===== src/rtl/ubhe_pkg.sv =====
// ----------------------------------------------------------------------------
// ubhe_pkg
// types, codes and constants shared by the bootloader host engine
// ----------------------------------------------------------------------------
package ubhe_pkg;

	localparam int MAX_TRANSFER = 256;
	localparam int MAX_PAGES = 32;
	localparam int QDEPTH = 2;
	localparam logic [7:0] ACK_BYTE = 8'h79;
	localparam logic [7:0] ACT_BYTE = 8'h7F;
	localparam logic [7:0] CMD_READ = 8'h11;
	localparam logic [7:0] CMD_WRITE = 8'h31;
	localparam logic [7:0] CMD_ERASE = 8'h44;

	typedef enum logic [2:0] {
		ACT_ACTIVATE = 3'd0,
		ACT_READ = 3'd1,
		ACT_WRITE = 3'd2,
		ACT_ERASE = 3'd3,
		ACT_DATA = 3'd4,
		ACT_RX = 3'd5,
		ACT_TICK = 3'd6,
		ACT_NONE = 3'd7
	} action_t;

	typedef enum logic [1:0] {
		ST_OK = 2'd0,
		ST_SIZE = 2'd1,
		ST_NACK = 2'd2,
		ST_TIMEOUT = 2'd3
	} status_t;

	typedef enum logic [1:0] {
		OP_ACT = 2'd0,
		OP_READ = 2'd1,
		OP_WRITE = 2'd2,
		OP_ERASE = 2'd3
	} op_t;

	typedef enum logic [2:0] {
		PH_IDLE,
		PH_ACT_ACK,
		PH_CMD_ACK,
		PH_ADDR_ACK,
		PH_RD_ACK,
		PH_RD_DATA,
		PH_WR_DATA,
		PH_FINAL_ACK
	} phase_t;

	typedef enum logic [1:0] {
		REG_ACK = 2'd0,
		REG_WRITE = 2'd1,
		REG_ERASE = 2'd2
	} reg_t;

	typedef enum logic [2:0] {
		BK_IDLE,
		BK_EMIT,
		BK_ADDR,
		BK_ECNT,
		BK_EPAGE,
		BK_ECS
	} back_t;

	typedef struct packed {
		action_t action;
		logic [31:0] address;
		logic [8:0] length;
		logic [15:0] first_page;
		logic [5:0] page_count;
		logic [7:0] data_byte;
		logic [7:0] rx_byte;
	} in_item_t;

	typedef struct packed {
		logic [1:0] tx_count;
		logic [7:0] tx_first;
		logic [7:0] tx_second;
		logic read_valid;
		logic [7:0] read_byte;
		logic want_data;
		logic done_res;
		logic [1:0] status;
		logic last;
	} out_item_t;

	typedef enum logic [1:0] {
		JOB_SINGLE,
		JOB_ADDR,
		JOB_ERASE
	} job_kind_t;

	// one job from the front part: a single result, an address frame or an erase frame
	typedef struct packed {
		job_kind_t kind;
		out_item_t single;
		logic [31:0] address;
		logic [15:0] first_page;
		logic [5:0] page_count;
	} job_t;

	typedef struct packed {
		logic cfg_valid;
		logic [1:0] cfg_index;
		logic [15:0] cfg_data;
	} cfg_t;

endpackage


===== src/rtl/ubhe_if.sv =====
// ----------------------------------------------------------------------------
// ubhe_in_if / ubhe_out_if / ubhe_cfg_if
// valid/ready channels of the bootloader host engine
// ----------------------------------------------------------------------------
interface ubhe_in_if import ubhe_pkg::*; ();
	logic valid;
	logic ready;
	in_item_t data;
	modport source(output valid, output data, input ready);
	modport sink(input valid, input data, output ready);
endinterface

interface ubhe_out_if import ubhe_pkg::*; ();
	logic valid;
	logic ready;
	out_item_t data;
	modport source(output valid, output data, input ready);
	modport sink(input valid, input data, output ready);
endinterface

interface ubhe_cfg_if ();
	logic valid;
	logic ready;
	logic [1:0] index;
	logic [15:0] data;
	modport source(output valid, output index, output data, input ready);
	modport sink(input valid, input index, input data, output ready);
endinterface


===== src/rtl/ubhe_front.sv =====
// ----------------------------------------------------------------------------
// ubhe_front
// accepts items, runs the protocol state and posts result jobs
// ----------------------------------------------------------------------------
module ubhe_front import ubhe_pkg::*; (
	input logic clk,
	input logic arst_n,
	input logic in_valid,
	output logic in_ready,
	input in_item_t in_data,
	input cfg_t cfg,
	input logic q_full,
	output logic job_valid,
	output job_t job
);

	phase_t phase_q;
	op_t op_q;
	logic [31:0] addr_q;
	logic [8:0] len_q;
	logic [8:0] left_q;
	logic [7:0] cs_q;
	logic [15:0] ticks_q;
	logic [15:0] spage_q;
	logic [5:0] pcnt_q;
	logic active_q;
	logic [15:0] tmo_ack_q, tmo_wr_q, tmo_er_q;

	phase_t phase_d;
	op_t op_d;
	logic [31:0] addr_d;
	logic [8:0] len_d, left_d;
	logic [7:0] cs_d;
	logic [15:0] ticks_d, spage_d;
	logic [5:0] pcnt_d;
	logic active_d;
	logic [15:0] limit;
	logic [7:0] m1, csn;
	logic [8:0] leftm;
	logic acc;

	assign in_ready = !q_full;
	assign acc = in_valid && in_ready;

	function automatic out_item_t mk(logic [1:0] c, logic [7:0] b0, logic [7:0] b1,
		logic rv, logic [7:0] rb, logic wd, logic dn, status_t st, logic l);
		out_item_t r;
		r.tx_count = c;
		r.tx_first = b0;
		r.tx_second = b1;
		r.read_valid = rv;
		r.read_byte = rb;
		r.want_data = wd;
		r.done_res = dn;
		r.status = st;
		r.last = l;
		return r;
	endfunction

	always_comb begin
		phase_d = phase_q;
		op_d = op_q;
		addr_d = addr_q;
		len_d = len_q;
		left_d = left_q;
		cs_d = cs_q;
		ticks_d = ticks_q;
		spage_d = spage_q;
		pcnt_d = pcnt_q;
		active_d = active_q;
		job_valid = 1'b0;
		job = '0;
		job.kind = JOB_SINGLE;
		job.address = addr_q;
		job.first_page = spage_q;
		job.page_count = pcnt_q;
		m1 = 8'(len_q - 9'd1);
		csn = cs_q ^ in_data.data_byte;
		leftm = left_q - 9'd1;
		limit = tmo_ack_q;
		if (phase_q == PH_FINAL_ACK)
			limit = (op_q == OP_ERASE) ? tmo_er_q : tmo_wr_q;
		if (acc) begin
			unique case (in_data.action)
				ACT_ACTIVATE, ACT_READ, ACT_WRITE, ACT_ERASE: begin
					if (phase_q == PH_IDLE) begin
						job_valid = 1'b1;
						ticks_d = '0;
						if (in_data.action == ACT_ACTIVATE) begin
							op_d = OP_ACT;
							phase_d = PH_ACT_ACK;
							job.single = mk(2'd1, ACT_BYTE, 8'h00, 1'b0, 8'h00, 1'b0, 1'b0,
								ST_OK, 1'b1);
						end else if (in_data.action == ACT_ERASE) begin
							if (in_data.page_count > 6'(MAX_PAGES)) begin
								job.single = mk(2'd0, 8'h00, 8'h00, 1'b0, 8'h00, 1'b0, 1'b1,
									ST_SIZE, 1'b1);
							end else begin
								op_d = OP_ERASE;
								spage_d = in_data.first_page;
								pcnt_d = in_data.page_count;
								phase_d = PH_CMD_ACK;
								job.single = mk(2'd2, CMD_ERASE, ~CMD_ERASE, 1'b0, 8'h00, 1'b0,
									1'b0, ST_OK, 1'b1);
							end
						end else if (in_data.length == 9'd0) begin
							job.single = mk(2'd0, 8'h00, 8'h00, 1'b0, 8'h00, 1'b0, 1'b1,
								ST_OK, 1'b1);
						end else if (in_data.length > 9'(MAX_TRANSFER) ||
							(in_data.action == ACT_WRITE && in_data.length[1:0] != 2'd0)) begin
							job.single = mk(2'd0, 8'h00, 8'h00, 1'b0, 8'h00, 1'b0, 1'b1,
								ST_SIZE, 1'b1);
						end else begin
							op_d = (in_data.action == ACT_READ) ? OP_READ : OP_WRITE;
							addr_d = in_data.address;
							len_d = in_data.length;
							phase_d = PH_CMD_ACK;
							if (in_data.action == ACT_READ)
								job.single = mk(2'd2, CMD_READ, ~CMD_READ, 1'b0, 8'h00, 1'b0,
									1'b0, ST_OK, 1'b1);
							else
								job.single = mk(2'd2, CMD_WRITE, ~CMD_WRITE, 1'b0, 8'h00, 1'b0,
									1'b0, ST_OK, 1'b1);
						end
					end
				end
				ACT_DATA: begin
					if (phase_q == PH_WR_DATA) begin
						job_valid = 1'b1;
						cs_d = csn;
						left_d = leftm;
						if (leftm == 9'd0) begin
							phase_d = PH_FINAL_ACK;
							ticks_d = '0;
							job.single = mk(2'd2, in_data.data_byte, csn, 1'b0, 8'h00, 1'b0,
								1'b0, ST_OK, 1'b1);
						end else begin
							job.single = mk(2'd1, in_data.data_byte, 8'h00, 1'b0, 8'h00, 1'b1,
								1'b0, ST_OK, 1'b1);
						end
					end
				end
				ACT_RX: begin
					if (phase_q != PH_IDLE && phase_q != PH_WR_DATA) begin
						ticks_d = '0;
						if (phase_q == PH_RD_DATA) begin
							job_valid = 1'b1;
							left_d = leftm;
							if (leftm == 9'd0) begin
								phase_d = PH_IDLE;
								job.single = mk(2'd0, 8'h00, 8'h00, 1'b1, in_data.rx_byte, 1'b0,
									1'b1, ST_OK, 1'b1);
							end else begin
								job.single = mk(2'd0, 8'h00, 8'h00, 1'b1, in_data.rx_byte, 1'b0,
									1'b0, ST_OK, 1'b1);
							end
						end else if (in_data.rx_byte != ACK_BYTE) begin
							job_valid = 1'b1;
							phase_d = PH_IDLE;
							job.single = mk(2'd0, 8'h00, 8'h00, 1'b0, 8'h00, 1'b0, 1'b1,
								ST_NACK, 1'b1);
						end else begin
							unique case (phase_q)
								PH_ACT_ACK: begin
									job_valid = 1'b1;
									active_d = 1'b1;
									phase_d = PH_IDLE;
									job.single = mk(2'd0, 8'h00, 8'h00, 1'b0, 8'h00, 1'b0, 1'b1,
										ST_OK, 1'b1);
								end
								PH_CMD_ACK: begin
									job_valid = 1'b1;
									if (op_q == OP_ERASE) begin
										job.kind = JOB_ERASE;
										phase_d = PH_FINAL_ACK;
									end else begin
										job.kind = JOB_ADDR;
										phase_d = PH_ADDR_ACK;
									end
								end
								PH_ADDR_ACK: begin
									job_valid = 1'b1;
									if (op_q == OP_READ) begin
										job.single = mk(2'd2, m1, ~m1, 1'b0, 8'h00, 1'b0, 1'b0,
											ST_OK, 1'b1);
										phase_d = PH_RD_ACK;
									end else begin
										job.single = mk(2'd1, m1, 8'h00, 1'b0, 8'h00, 1'b1, 1'b0,
											ST_OK, 1'b1);
										cs_d = m1;
										left_d = len_q;
										phase_d = PH_WR_DATA;
									end
								end
								PH_RD_ACK: begin
									left_d = len_q;
									phase_d = PH_RD_DATA;
								end
								PH_FINAL_ACK: begin
									job_valid = 1'b1;
									phase_d = PH_IDLE;
									job.single = mk(2'd0, 8'h00, 8'h00, 1'b0, 8'h00, 1'b0, 1'b1,
										ST_OK, 1'b1);
								end
								default: begin
								end
							endcase
						end
					end
				end
				ACT_TICK: begin
					if (phase_q != PH_IDLE && phase_q != PH_WR_DATA) begin
						if (ticks_q >= limit) begin
							job_valid = 1'b1;
							phase_d = PH_IDLE;
							ticks_d = '0;
							job.single = mk(2'd0, 8'h00, 8'h00, 1'b0, 8'h00, 1'b0, 1'b1,
								ST_TIMEOUT, 1'b1);
						end else begin
							ticks_d = ticks_q + 16'd1;
						end
					end
				end
				ACT_NONE: begin
				end
			endcase
		end
	end

	always_ff @(posedge clk or negedge arst_n) begin
		if (!arst_n) begin
			phase_q <= PH_IDLE;
			op_q <= OP_ACT;
			addr_q <= '0;
			len_q <= '0;
			left_q <= '0;
			cs_q <= '0;
			ticks_q <= '0;
			spage_q <= '0;
			pcnt_q <= '0;
			active_q <= 1'b0;
			tmo_ack_q <= 16'd10;
			tmo_wr_q <= 16'd100;
			tmo_er_q <= 16'd3000;
		end else begin
			phase_q <= phase_d;
			op_q <= op_d;
			addr_q <= addr_d;
			len_q <= len_d;
			left_q <= left_d;
			cs_q <= cs_d;
			ticks_q <= ticks_d;
			spage_q <= spage_d;
			pcnt_q <= pcnt_d;
			active_q <= active_d;
			if (cfg.cfg_valid) begin
				if (cfg.cfg_index == REG_ACK)
					tmo_ack_q <= cfg.cfg_data;
				else if (cfg.cfg_index == REG_WRITE)
					tmo_wr_q <= cfg.cfg_data;
				else if (cfg.cfg_index == REG_ERASE)
					tmo_er_q <= cfg.cfg_data;
			end
		end
	end

endmodule


===== src/rtl/ubhe_queue.sv =====
// ----------------------------------------------------------------------------
// ubhe_queue
// short job queue between the front and back parts
// ----------------------------------------------------------------------------
module ubhe_queue import ubhe_pkg::*; (
	input logic clk,
	input logic arst_n,
	input logic wr_valid,
	input job_t wr_data,
	output logic full,
	output logic rd_valid,
	input logic rd_pop,
	output job_t rd_data
);

	localparam int AW = $clog2(QDEPTH);
	job_t mem_q [QDEPTH];
	logic [AW-1:0] wp_q, rp_q;
	logic [AW:0] cnt_q;

	assign full = cnt_q == (AW+1)'(QDEPTH);
	assign rd_valid = cnt_q != '0;
	assign rd_data = mem_q[rp_q];

	always_ff @(posedge clk) begin
		if (wr_valid)
			mem_q[wp_q] <= wr_data;
	end

	always_ff @(posedge clk or negedge arst_n) begin
		if (!arst_n) begin
			wp_q <= '0;
			rp_q <= '0;
			cnt_q <= '0;
		end else begin
			if (wr_valid)
				wp_q <= (wp_q == AW'(QDEPTH - 1)) ? '0 : wp_q + AW'(1);
			if (rd_pop)
				rp_q <= (rp_q == AW'(QDEPTH - 1)) ? '0 : rp_q + AW'(1);
			cnt_q <= cnt_q + (AW+1)'(wr_valid) - (AW+1)'(rd_pop);
		end
	end

endmodule


===== src/rtl/ubhe_back.sv =====
// ----------------------------------------------------------------------------
// ubhe_back
// expands jobs into result items: address and erase frames, a checksum byte last, the rest two bytes at a time
// ----------------------------------------------------------------------------
module ubhe_back import ubhe_pkg::*; (
	input logic clk,
	input logic arst_n,
	input logic job_valid,
	input job_t job,
	output logic job_pop,
	output logic out_valid,
	input logic out_ready,
	output out_item_t out_data
);

	back_t st_q, st_d;
	logic [31:0] addr_q;
	logic [15:0] page_q;
	logic [5:0] left_q;
	logic [7:0] cs_q;
	logic [15:0] cm1;
	logic [7:0] acs;
	out_item_t o;

	always_comb begin
		st_d = st_q;
		job_pop = 1'b0;
		out_valid = 1'b0;
		o = '0;
		o.status = ST_OK;
		cm1 = 16'({10'd0, job.page_count} - 16'd1);
		acs = addr_q[31:24] ^ addr_q[23:16] ^ addr_q[15:8] ^ addr_q[7:0];
		unique case (st_q)
			BK_IDLE: begin
				out_valid = job_valid && job.kind == JOB_SINGLE;
				o = job.single;
				if (job_valid && out_ready && job.kind == JOB_SINGLE)
					job_pop = 1'b1;
				else if (job_valid && job.kind == JOB_ADDR)
					st_d = BK_ADDR;
				else if (job_valid && job.kind == JOB_ERASE)
					st_d = BK_ECNT;
			end
			BK_ADDR: begin
				out_valid = 1'b1;
				o.tx_count = 2'd2;
				o.tx_first = addr_q[31:24];
				o.tx_second = addr_q[23:16];
				if (out_ready)
					st_d = BK_EMIT;
			end
			BK_EMIT: begin
				out_valid = 1'b1;
				o.tx_count = 2'd2;
				o.tx_first = addr_q[15:8];
				o.tx_second = addr_q[7:0];
				if (out_ready)
					st_d = BK_ECS;
			end
			BK_ECNT: begin
				out_valid = 1'b1;
				o.tx_count = 2'd2;
				o.tx_first = cm1[15:8];
				o.tx_second = cm1[7:0];
				if (out_ready)
					st_d = (left_q == '0) ? BK_ECS : BK_EPAGE;
			end
			BK_EPAGE: begin
				out_valid = 1'b1;
				o.tx_count = 2'd2;
				o.tx_first = page_q[15:8];
				o.tx_second = page_q[7:0];
				if (out_ready && left_q == 6'd1)
					st_d = BK_ECS;
			end
			BK_ECS: begin
				out_valid = 1'b1;
				o.tx_count = 2'd1;
				o.tx_first = (job.kind == JOB_ADDR) ? acs : cs_q;
				o.last = 1'b1;
				if (out_ready) begin
					st_d = BK_IDLE;
					job_pop = 1'b1;
				end
			end
			default: begin
			end
		endcase
		out_data = o;
	end

	always_ff @(posedge clk) begin
		if (st_q == BK_IDLE) begin
			addr_q <= job.address;
			page_q <= job.first_page;
			left_q <= job.page_count;
			cs_q <= cm1[15:8] ^ cm1[7:0];
		end else if (st_q == BK_EPAGE && out_ready) begin
			page_q <= page_q + 16'd1;
			left_q <= left_q - 6'd1;
			cs_q <= cs_q ^ page_q[15:8] ^ page_q[7:0];
		end
	end

	always_ff @(posedge clk or negedge arst_n) begin
		if (!arst_n)
			st_q <= BK_IDLE;
		else
			st_q <= st_d;
	end

endmodule


===== src/rtl/uart_bootloader_host_engine.sv =====
// ----------------------------------------------------------------------------
// uart_bootloader_host_engine
// host side of a uart bootloader exchange
// ----------------------------------------------------------------------------
// The front part takes one item a cycle while its two-entry job queue has room
// and updates the protocol state at once; the back part turns each job into
// result items, one per cycle while the output is ready: a single result, an
// address frame of three items, or an erase frame of 2 + page_count items. A
// single result is written into the job queue and leaves from its head; an
// address or erase frame first moves the back part from idle into its first
// frame state and holds the back part until its checksum item is taken. Items
// that cause no result touch only the front part; configuration writes
// are taken in any cycle.
module uart_bootloader_host_engine import ubhe_pkg::*; (
	input logic clk,
	input logic arst_n,
	ubhe_in_if.sink in_ch,
	ubhe_out_if.source out_ch,
	ubhe_cfg_if.sink cfg_ch
);

	logic q_full, jv, rv, pop;
	job_t jw, jr;
	cfg_t cfg;

	assign cfg_ch.ready = 1'b1;
	assign cfg.cfg_valid = cfg_ch.valid;
	assign cfg.cfg_index = cfg_ch.index;
	assign cfg.cfg_data = cfg_ch.data;

	ubhe_front u_front (
		.clk(clk), .arst_n(arst_n),
		.in_valid(in_ch.valid), .in_ready(in_ch.ready), .in_data(in_ch.data),
		.cfg(cfg), .q_full(q_full), .job_valid(jv), .job(jw)
	);

	ubhe_queue u_queue (
		.clk(clk), .arst_n(arst_n),
		.wr_valid(jv), .wr_data(jw), .full(q_full),
		.rd_valid(rv), .rd_pop(pop), .rd_data(jr)
	);

	ubhe_back u_back (
		.clk(clk), .arst_n(arst_n),
		.job_valid(rv), .job(jr), .job_pop(pop),
		.out_valid(out_ch.valid), .out_ready(out_ch.ready), .out_data(out_ch.data)
	);

endmodule

===== src/flat_wrapper.sv =====
// flat-port wrapper written by rule: the top's interface ports become plain ports
module uart_bootloader_host_engine_flat import ubhe_pkg::*;
  (clk, arst_n, in_ch_valid, in_ch_data, in_ch_ready, out_ch_valid, out_ch_data, out_ch_ready, cfg_ch_valid, cfg_ch_index, cfg_ch_data, cfg_ch_ready);
  ubhe_in_if in_ch_i ();
  ubhe_out_if out_ch_i ();
  ubhe_cfg_if cfg_ch_i ();
  input logic clk;
  input logic arst_n;
  input wire logic [$bits(in_ch_i.valid)-1:0] in_ch_valid;
  input wire logic [$bits(in_ch_i.data)-1:0] in_ch_data;
  output wire logic [$bits(in_ch_i.ready)-1:0] in_ch_ready;
  output wire logic [$bits(out_ch_i.valid)-1:0] out_ch_valid;
  output wire logic [$bits(out_ch_i.data)-1:0] out_ch_data;
  input wire logic [$bits(out_ch_i.ready)-1:0] out_ch_ready;
  input wire logic [$bits(cfg_ch_i.valid)-1:0] cfg_ch_valid;
  input wire logic [$bits(cfg_ch_i.index)-1:0] cfg_ch_index;
  input wire logic [$bits(cfg_ch_i.data)-1:0] cfg_ch_data;
  output wire logic [$bits(cfg_ch_i.ready)-1:0] cfg_ch_ready;
  assign in_ch_i.valid = in_ch_valid;
  assign in_ch_i.data = in_ch_data;
  assign in_ch_ready = in_ch_i.ready;
  assign out_ch_valid = out_ch_i.valid;
  assign out_ch_data = out_ch_i.data;
  assign out_ch_i.ready = out_ch_ready;
  assign cfg_ch_i.valid = cfg_ch_valid;
  assign cfg_ch_i.index = cfg_ch_index;
  assign cfg_ch_i.data = cfg_ch_data;
  assign cfg_ch_ready = cfg_ch_i.ready;
  uart_bootloader_host_engine u_core (.clk(clk), .arst_n(arst_n), .in_ch(in_ch_i), .out_ch(out_ch_i), .cfg_ch(cfg_ch_i));
endmodule

===== config.mk =====
export PLATFORM = sky130hd
export DESIGN_NAME = uart_bootloader_host_engine_flat
export DESIGN_NICKNAME = d
export VERILOG_FILES = /design/src/rtl/ubhe_pkg.sv /design/src/rtl/ubhe_if.sv /design/src/rtl/ubhe_front.sv /design/src/rtl/ubhe_queue.sv /design/src/rtl/ubhe_back.sv /design/src/rtl/uart_bootloader_host_engine.sv /design/src/flat_wrapper.sv
export SDC_FILE = /design/constraint.sdc
export NUM_CORES = 1
export LEC_CHECK = 0
export ABC_CLOCK_PERIOD_IN_PS = 22300
export BUFFER_PORTS_ARGS = -buffer_cell sky130_fd_sc_hd__buf_2
export CORE_ASPECT_RATIO = 2
export CORE_MARGIN = 8
export CORE_UTILIZATION = 25
export CTS_CLUSTER_DIAMETER = 40
export DETAILED_ROUTE_END_ITERATION = 8
export GPL_TIMING_DRIVEN = 0
export PLACE_DENSITY = 0.42
export SLEW_MARGIN = 15
export SYNTH_ARGS = -nofsm -noshare
export SYNTH_HDL_FRONTEND = slang
export SYNTH_HIERARCHICAL = 1
export SYNTH_SLANG_ARGS = --single-unit

===== constraint.sdc =====
create_clock -name clk -period 22.3 [get_ports clk]
set_input_delay 2.23 -clock clk [delete_from_list [all_inputs] [get_ports clk]]
set_output_delay 2.23 -clock clk [all_outputs]
set_load 0.05 [all_outputs]

Yosys cells after proc, flatten, opt, wreduce, memory -nomap -nowiden
Memory sizes are Yosys's and may differ from the RTL's. Index checks and enable logic that the tools add are counted.

Add/sub/neg operators: 10. Bitwise gates (word level): 15. Equal/unequal tests: 56. Reductions and logical operators: 42. Mux-type cells: 110. Order comparisons: 3.

Operators with widths (number): $mux 32 (11); $mux 16 (10); $pmux 32 s4 (1); $mux 8 (9); $mux 3 (23); $mux 34 (2); $pmux 16 s4 (1); $pmux 32 s2 (1); $pmux 10 s6 (1); $xor 8x8->8 (7); $mux 9 (5); $pmux 8 s5 (1); $pmux 9 s2 (2); $add 16x1->16 const B (2); $ne 2x2->1 const B (15); $mux 28 (1); $eq 3x3->1 const B (9); $mux 2 (12); $pmux 3 s4 (2); $ne 3x3->1 const B (7); $reduce_and 7->1 (3); $eq 3x2->1 const B (6); $logic_not 9->1 (2); $pmux 3 s6 (1); 47 further kinds (102).

Output and inout bits: 35. Input bits: 105. Memory bits (writable): 176. Memories: 1. Word-level logic and storage cells: 257. Register bits after elaboration: 218.

Memories: u_core.u_queue.mem_q (depth 2, bits a word 88, rd ports 1, clocked after Yosys merged registers in 0, wr ports 1, line ubhe_queue.sv:17) `job_t mem_q [QDEPTH];`.

Depth between registers and ports, before layout
Gate-level depths: netlist of the first run.

Depth in word-level cells: 10. Mapped depth: 17. Depth with buffers taken out: 13.

Cells and area by module
The synthesis of the first run kept the hierarchy.

By module, submodules not included: ubhe_front (instances 1, sequential area each 3743.6 um^2, area each 8314.2 um^2, cells each 822); ubhe_queue (instances 1, sequential area each 5385.2 um^2, area each 6581.3 um^2, cells each 289); ubhe_back (instances 1, sequential area each 1936.9 um^2, area each 4187.8 um^2, cells each 413); uart_bootloader_host_engine (instances 1, sequential area each 0.0 um^2, area each 11.3 um^2, cells each 2).

Worst setup path after synthesis of the first run
No wires, ideal clock.

Kind: input-to-reg. Start point: in in_ch_data[81]. End point: mem u_core/u_queue/mem_q[0][0] (netlist name), enable pin. Cell stages on the path: 9. Arrival: 7.797 ns. Data required time: 21.754 ns. Buffers on the path: 2. Path slack: 13.957 ns. Library setup time: 0.546 ns. Cell sequence: and3b_1 -> and2_1 -> a32o_1 -> nor2_1 -> buf_2 -> clkbuf_1 -> o311ai_0 -> a21oi_1 -> nor2b_1.

Longest elaborated chain between the ends: 6. Elaborated cells on any way between the ends: 12. Classes of those cells: eq/ne (6); mux (4); reduce/logical (2).

Ends and longest elaborated chain: from (decl) (line flat_wrapper.sv:10) `input wire logic [$bits(in_ch_i.data)-1:0] in_ch_data;`; $eq 3x2->1, or another cell as far along (line ubhe_front.sv:84) `unique case (in_data.action)`; $reduce_or 4->1 (line ubhe_front.sv:84); $pmux 1 s4 (*) (line ubhe_front.sv:84); $mux 1 (*) (line ubhe_front.sv:83) `if (acc) begin`; net u_core.jv (line uart_bootloader_host_engine.sv:22) `logic q_full, jv, rv, pop;`; $mux 1 (*) (line ubhe_queue.sv:26) `if (wr_valid)`; $mux 1 (implied by the code) (*) (line ubhe_queue.sv:27) `mem_q[wp_q] <= wr_data;`; to (decl) (line ubhe_queue.sv:17).

The timed path passes the listed nets; every way through them passes the cells marked *.

Worst setup path in the final report of the first run
Start point: reg u_core.u_front.phase_q[0]. End point: mem u_core/u_queue/mem_q[1][29] (netlist name), enable pin.

Longest elaborated chain between the ends: 10. Elaborated cells on any way between the ends: 25. Classes of those cells: order compare (1); eq/ne (7); mux (13); reduce/logical (4).

Ends and longest elaborated chain: from (decl) (line ubhe_front.sv:17) `phase_t phase_q;`; from (signal assigned) (line ubhe_front.sv:246) `phase_q <= phase_d;`; parallel branches: the longest is 6 deep, another holds $ge 16x16->1; $pmux 1 s4 (*) (line ubhe_front.sv:84); $mux 1 (*) (line ubhe_front.sv:83); net u_core.jv (line uart_bootloader_host_engine.sv:22); $mux 1 (*) (line ubhe_queue.sv:26); $mux 1 (implied by the code) (*) (line ubhe_queue.sv:27).

Mark *: on every way through the listed nets, which the timed path passes.

==> run metrics, run 1 <==
worst-path fanout max=45; CP bufs+invs=6; Static Leak=between 0.008 and 0.009 uW; RSZ-0062 raised after global routing=false; largest net degree at the start of global routing=88; net load switching power=1174 uW; Yosys warning count=6; worst slew pin tran=roughly 1.2 ns; H-tree depth=2; CTS Buf Count=47; layout cell share with drive strength beyond 1=28.88%; Clock Skew=0.02452 ns; postcts setup bufs=0; Remaining DRCs=0; fin nets=1852; pins over their slew limit=0; DR WL/cell=21.88 um; TritonRoute pass-1 iters=4; CP arrival=6.51 ns; hold buffers post-CTS=0; TritonCTS clock tree=done; CTS clock-pin slew for the worst setup and hold paths=0.06 ns; post-synth top area share=about 37%; synthesized cell area=roughly 19000 sq um; vias in the first global route=13860; PD cells=135.9 nW/um^2; CP cell instances=clkbuf_1 > buf_1 > nand3_1 > clkbuf_1 > a21oi_1 > a21oi_1 > ha_1 > a21oi_1 > o211a_1 > a32o_1 > nor2_1 > buf_2 > clkbuf_1 > o311ai_0 > a21oi_1 > and2_4 > buf_16; row cnt=143; Relative slew margins=between 20% and 30%; routed vias=between 10000 and 15000; share of power burned in registers=37.9%; status=complete, no violations; max-cap violations=0; synth top area cells=edfxtp_1 (37%), dfrtp_1 (19%), mux2_2 (12%); commonest non-fill, non-tap cell in the layout=edfxtp_1; CTS sink cnt=394; DIE AREA=86010 sq um; Post-synth EDFFs=~240; internal power=~1900 uW; Final ANT Viol Nets=0; CP most frequent cell=a21oi_1; switching share of power=37.61%; drt total wl=60770 um; Die Span Y=406.8 um; Fmax=159.2 MHz; reg2reg start=u_core/u_front/phase_q[0]$_DFFE_PN0P_; gpl congestion=0.8693; Area Growth Syn to Fin=20.26%; Syn Nets=1658; # placed instances=2686; Reg2Reg Setup Slack=16.02 ns; VDD IR max=0.08984 mV; final-report hold violation count=0; HP Start=u_core/u_front/spage_q[3]$_DFFE_PN0P_; sequential area share after synthesis=57.95%; PortBufs=138; CP max stage delay=roughly 0.67 ns; Final min period=6.281 ns; post-synthesis register bit count=394; GRT Util Overall=13.99%; clk_lat worst skew=0.58 ns; combinational group share of total power=between 30 and 40%; asr flop ratio synth=39.59%; Yosys cell types=between 80 and 90; initial DRC count=about 470; Post-DP HPWL=47390 um; worst min path class=reg2reg; Cells after Synth=about 1500; CP Launch Type=flip-flop; drt via density=4.658; CP Launch Point=u_core/u_front/phase_q[0]$_DFFE_PN0P_; Post-Layout Cell Count=2777; setup TNS=0 ns; gr ovfl total=0; biggest area consumer among synthesized cells=edfxtp_1; CTS Root Cell=clkbuf_16; core footprint=75860 sq um; critical path class=reg2reg; Setup-failing EPs final=0; clock power share=26.2%; Starting Density=25.17%; Gates resized, CTS repair=0; Tcrit/Tclk final=28.16%; Critical Path Sink Type=flip-flop; ys flop type=edfxtp_1; delay-heaviest family, CP=buffers and inverters; global-route wire length before repair=89670 um; CP max stage cell=and2_4; Syn Area/Cell=12.51 sq um; leading cell types in the layout, fill and taps excluded=edfxtp_1 (238), mux2_2 (196), buf_2 (173); Data required, critical path=22.53 ns; clk buf depth=3; initial antenna violation count=5; Die W=about 210 um; fill cell count=7809; Ports=between 100 and 150
==> cell families after synthesis <==
family                     count (synthesis)  synth area share [%]
other                                      1               0.01964
AOI/OAI and AO/OA                        302                 10.20
DFF                                      394                 57.95
muxes                                    224                 13.29
and+or+nand+nor                          383                 10.14
buffers and inverters                    112                 2.745
xor gates and xnor gates                  83                 3.886
adders and majority gates                 27                 1.769
==> final cells by class <==
type                    count  area [sq um]  share of cell area (%)
well taps                1015          1270                   5.530
clock inverters            27         359.1                   1.564
inverters                  33         123.9                  0.5394
flip-flops and latches    394         11070                   48.19
clock buffers              61          1323                   5.759
diodes                      3         7.507                 0.03269
plain buffers              79         400.4                   1.744
repair buffers            145         878.3                   3.825
multi-input cells        1020          7536                   32.82
==> power by group through the flow <==
stage,combinational [uW],sequential (uW),clock [uW]
2_1_floorplan,800,1130,0
3_3_place_gp,1110,1210,0
3_5_place_dp,1130,1200,0
4_1_cts,1140,1190,849
5_1_grt,1220,1200,871
6_report,1120,1180,819
==> registers in the layout, summed over array words and instances, names as in the netlist, 9 cells and up <==
| register | flops |
|---|---|
| u_core/u_back/addr_q | 32 |
| u_core/u_front/ticks_q | 16 |
| u_core/u_queue/mem_q | 176 |
| u_core/u_front/tmo_wr_q | 16 |
| u_core/u_front/left_q | 9 |
| u_core/u_front/spage_q | 16 |
| u_core/u_back/page_q | 16 |
| u_core/u_front/tmo_er_q | 16 |
| u_core/u_front/addr_q | 32 |
| u_core/u_front/tmo_ack_q | 16 |
| u_core/u_front/len_q | 9 |
==> stage by stage <==
stage                     total power [uW]  hold WS, ns  setup WS [ns]  util (%)  instance area [sq um]
final                                 3122       0.4631          16.02     30.27                  22960
after CTS                             3175       0.4658          15.85     30.25                  22950
after global routing                  3291       0.4728          15.45     30.26                  22960
after detailed placement              2333       0.4526          15.87     28.04                  21270
after global placement                2314       0.4450          9.788     27.75                  21060
after floorplan                       1928       0.4366          13.96         -                  19090
==> per-layer routing <==
metal  GRT usage [%]  vias up  part of all wire, %
met3           1.977      138                  3.4
met5               0        -                0.074
met2           28.01      298                   57
met4           7.423        6                  5.4
met1           13.40     6406                   35
li1                -     6086                    -
==> cells in the mapped netlist (13+ instances only) <==
cell,n
buf_2,36
a2bb2oi_1,13
ha_1,27
and2_1,26
nor2_1,81
dfrtp_1,144
xnor2_1,57
mux2_2,196
o21ai_0,65
clkbuf_1,29
nor3_1,24
nor4_1,13
nor2b_1,13
xor2_1,25
nand2b_1,13
mux2i_1,18
edfxtp_1,238
nand3_1,51
nand2_1,97
inv_1,32
a21oi_1,107
==> final timing paths <==
| kind | endpoint | depth (start not counted) |
|---|---|---|
| max reg2reg | u_core/u_queue/mem_q[1][29]$_DFFE_PP_ | 17 |
| max | u_core/u_queue/mem_q[1][29]$_DFFE_PP_ | 17 |
| min in group asynchronous | u_core/u_front/addr_q[19]$_DFFE_PN0P_ | 1 |
| max in group asynchronous | u_core/u_front/ticks_q[4]$_DFFE_PN0P_ | 2 |
| min reg2reg | u_core/u_queue/mem_q[0][9]$_DFFE_PP_ | 0 |
| min | u_core/u_queue/mem_q[0][9]$_DFFE_PP_ | 0 |
Power figures use the tool's default switching activity.
==> inputs of run 2 (changes only) <==
ABC_CLOCK_PERIOD_IN_PS = 6000   (was 22300)
clock period = 6 ns   (was 22.3 ns; I/O delays follow)
==> run 2 against run 1 <==
Global-route usage grew 0.29 points. Die area is the same. Clock skew grew 0.0049 ns. Cell count grew 0.14%. Clock-buffer cell count shrank 1. Non-clock buffer count grew 3. Clock power grew to 3.5 times the previous value. Wire length grew 2.1%. Combinational power grew to 3.8 times the previous value. Critical path type unchanged. Register-to-register slack lost 16 ns.
==> run metrics, run 2 (same netlist as run 1, synthesis figures left out) <==
status=complete, no violations; initial antenna violation count=9; initial DRC count=approximately 560; CP arrival=5.80 ns; pins over their slew limit=0; vias in the first global route=13920; delay-heaviest family, CP=buffers and inverters; Ports=140; Reg2Reg Setup Slack=approximately 0.45 ns; Tcrit/Tclk final=92.42%; Clock Skew=between 0.02 and 0.03 ns; CP max stage cell=buf_2; max-cap violations=0; CP most frequent cell=a21oi_1; CTS Root Cell=clkbuf_16; clk buf depth=3; GRT Util Overall=between 10% and 20%; largest net degree at the start of global routing=89; Largest regs=u_core/u_queue/mem_q x176, u_core/u_back/addr_q x32, u_core/u_front/addr_q x32; TritonRoute pass-1 iters=7; CP cell instances=clkbuf_1 > buf_1 > nand3_1 > clkbuf_1 > a21oi_1 > a21oi_1 > ha_1 > a21oi_1 > o211a_1 > a32o_1 > nor2_1 > buf_2 > o311ai_0 > a21oi_2 > buf_4 > nor2b_4 > buf_16 > buf_12; TritonCTS clock tree=done; CTS sink cnt=394; Area Growth Syn to Fin=19.96%; global-route wire length before repair=~91000 um; Setup-failing EPs final=0; Remaining DRCs=0; Die W=211.4 um; CTS clock-pin slew for the worst setup and hold paths=0.06 ns; layout cell share with drive strength beyond 1=29.23%; worst slew pin tran=1.201 ns; CTS Buf Count=46; Place WS=-0.4448 ns; PD cells=502.1 nW/um^2; gpl congestion=0.8814; Die Span Y=406.8 um; Fmax=180.3 MHz; Final Worst Setup Slack=between 0.4 and 0.5 ns; worst min path class=in2reg; DIE AREA=about 86000 sq um; Final min period=5.545 ns; row cnt=143; Tot Pwr=between 10000 and 15000 uW; VDD IR max=0.2328 mV; worst-path fanout max=25; final-report hold violation count=0; commonest non-fill, non-tap cell in the layout=edfxtp_1; PortBufs=138; Critical Path Sink Type=flip-flop; core footprint=around 76000 sq um; CP bufs+invs=7; critical path class=reg2reg; Static Leak=slightly below 0.009 uW; H-tree depth=2; clk_lat worst skew=0.58 ns; fin nets=1856; CP Launch Type=flip-flop; CP max stage delay=roughly 0.41 ns; gr ovfl total=0; DR WL/cell=22.32 um; Starting Density=25.17%; drt total wl=a little over 60000 um; largest reg by FF count=u_core/u_queue/mem_q; Relative slew margins=around a fifth; RSZ-0062 raised after global routing=false; drt via density=4.689; leading cell types in the layout, fill and taps excluded=edfxtp_1 (238), mux2_2 (196), buf_2 (173); Data required, critical path=6.25 ns; Post-DP HPWL=47520 um; Final ANT Viol Nets=0; routed vias=13040; max reg flops=176
## run 2: area by class of cell
type	instances	area (sq um)
clock inverter	26	285.3
fill	7876	52960
antenna	4	10.01
inverter	33	123.9
buffer	78	396.6
timing repair buffer	149	918.4
multi-input combinational	1022	7555
clock buffer	60	1281
sequential	394	11070
tap	1015	1270
## run 2: timing repair
action                     CTS  global route
gates cloned                 1             1
setup endpoints to repair  176            97
hold endpoints to repair     3             0
resized for setup            1             0
buffers inserted             1             2
hold buffers                 1             0
pin swaps                    1             2
## run 2: per-stage QoR
step	hold slack, ns	utilization (%)	cell area [sq um]	setup TNS [ns]	instances
finish	0.2531	30.19	22910	0	2781
global route	0.2279	30.18	22900	0	2778
CTS	0.2061	30.15	22870	0	2774
detailed placement	0.4499	28.05	21280	-49.07	2686
global placement	0.4424	27.76	21060	-435.73	2679
floorplan	0.3044	-	19100	0	1526
## run 2: metal layers
metal	GRT usage (%)	vias up	wire [um]
met2	28.48	341	35320
met4	7.802	6	3366
li1	-	6083	-
met5	0	-	37
met3	2.123	123	2220
met1	13.63	6486	21110
## run 2: path summary, 6_finish.rpt
check                                                      start                                      to  depth (start not counted)
hold / removal                                    in_ch_data[68]   u_core/u_front/addr_q[21]$_DFFE_PN0P_                          2
setup reg to reg           u_core/u_front/phase_q[0]$_DFFE_PN0P_   u_core/u_queue/mem_q[0][51]$_DFFE_PP_                         18
min in group asynchronous                                 arst_n   u_core/u_front/addr_q[14]$_DFFE_PN0P_                          2
setup / recovery           u_core/u_front/phase_q[0]$_DFFE_PN0P_   u_core/u_queue/mem_q[0][51]$_DFFE_PP_                         18
hold reg to reg             u_core/u_front/pcnt_q[5]$_DFFE_PN0P_    u_core/u_queue/mem_q[0][5]$_DFFE_PP_                          0
max in group asynchronous                                 arst_n  u_core/u_front/tmo_wr_q[9]$_DFFE_PN0P_                          3
## run 2: worst register-to-register path: stages (launching register included)
cell      delay (ns)
dfrtp_1         0.39
clkbuf_1        0.37
buf_1           0.40
nand3_1         0.32
clkbuf_1        0.38
a21oi_1         0.22
a21oi_1         0.10
ha_1            0.37
a21oi_1         0.12
o211a_1         0.26
a32o_1          0.27
nor2_1          0.25
buf_2           0.41
o311ai_0        0.29
a21oi_2         0.17
buf_4           0.18
nor2b_4         0.27
buf_16          0.21
buf_12          0.22
## run 2: report_power, final
group | total (uW) | switching (uW) | internal (uW)
clock | 2890 | 1210 | 1670
combinational | 4200 | 2590 | 1610
sequential | 4410 | 613 | 3800
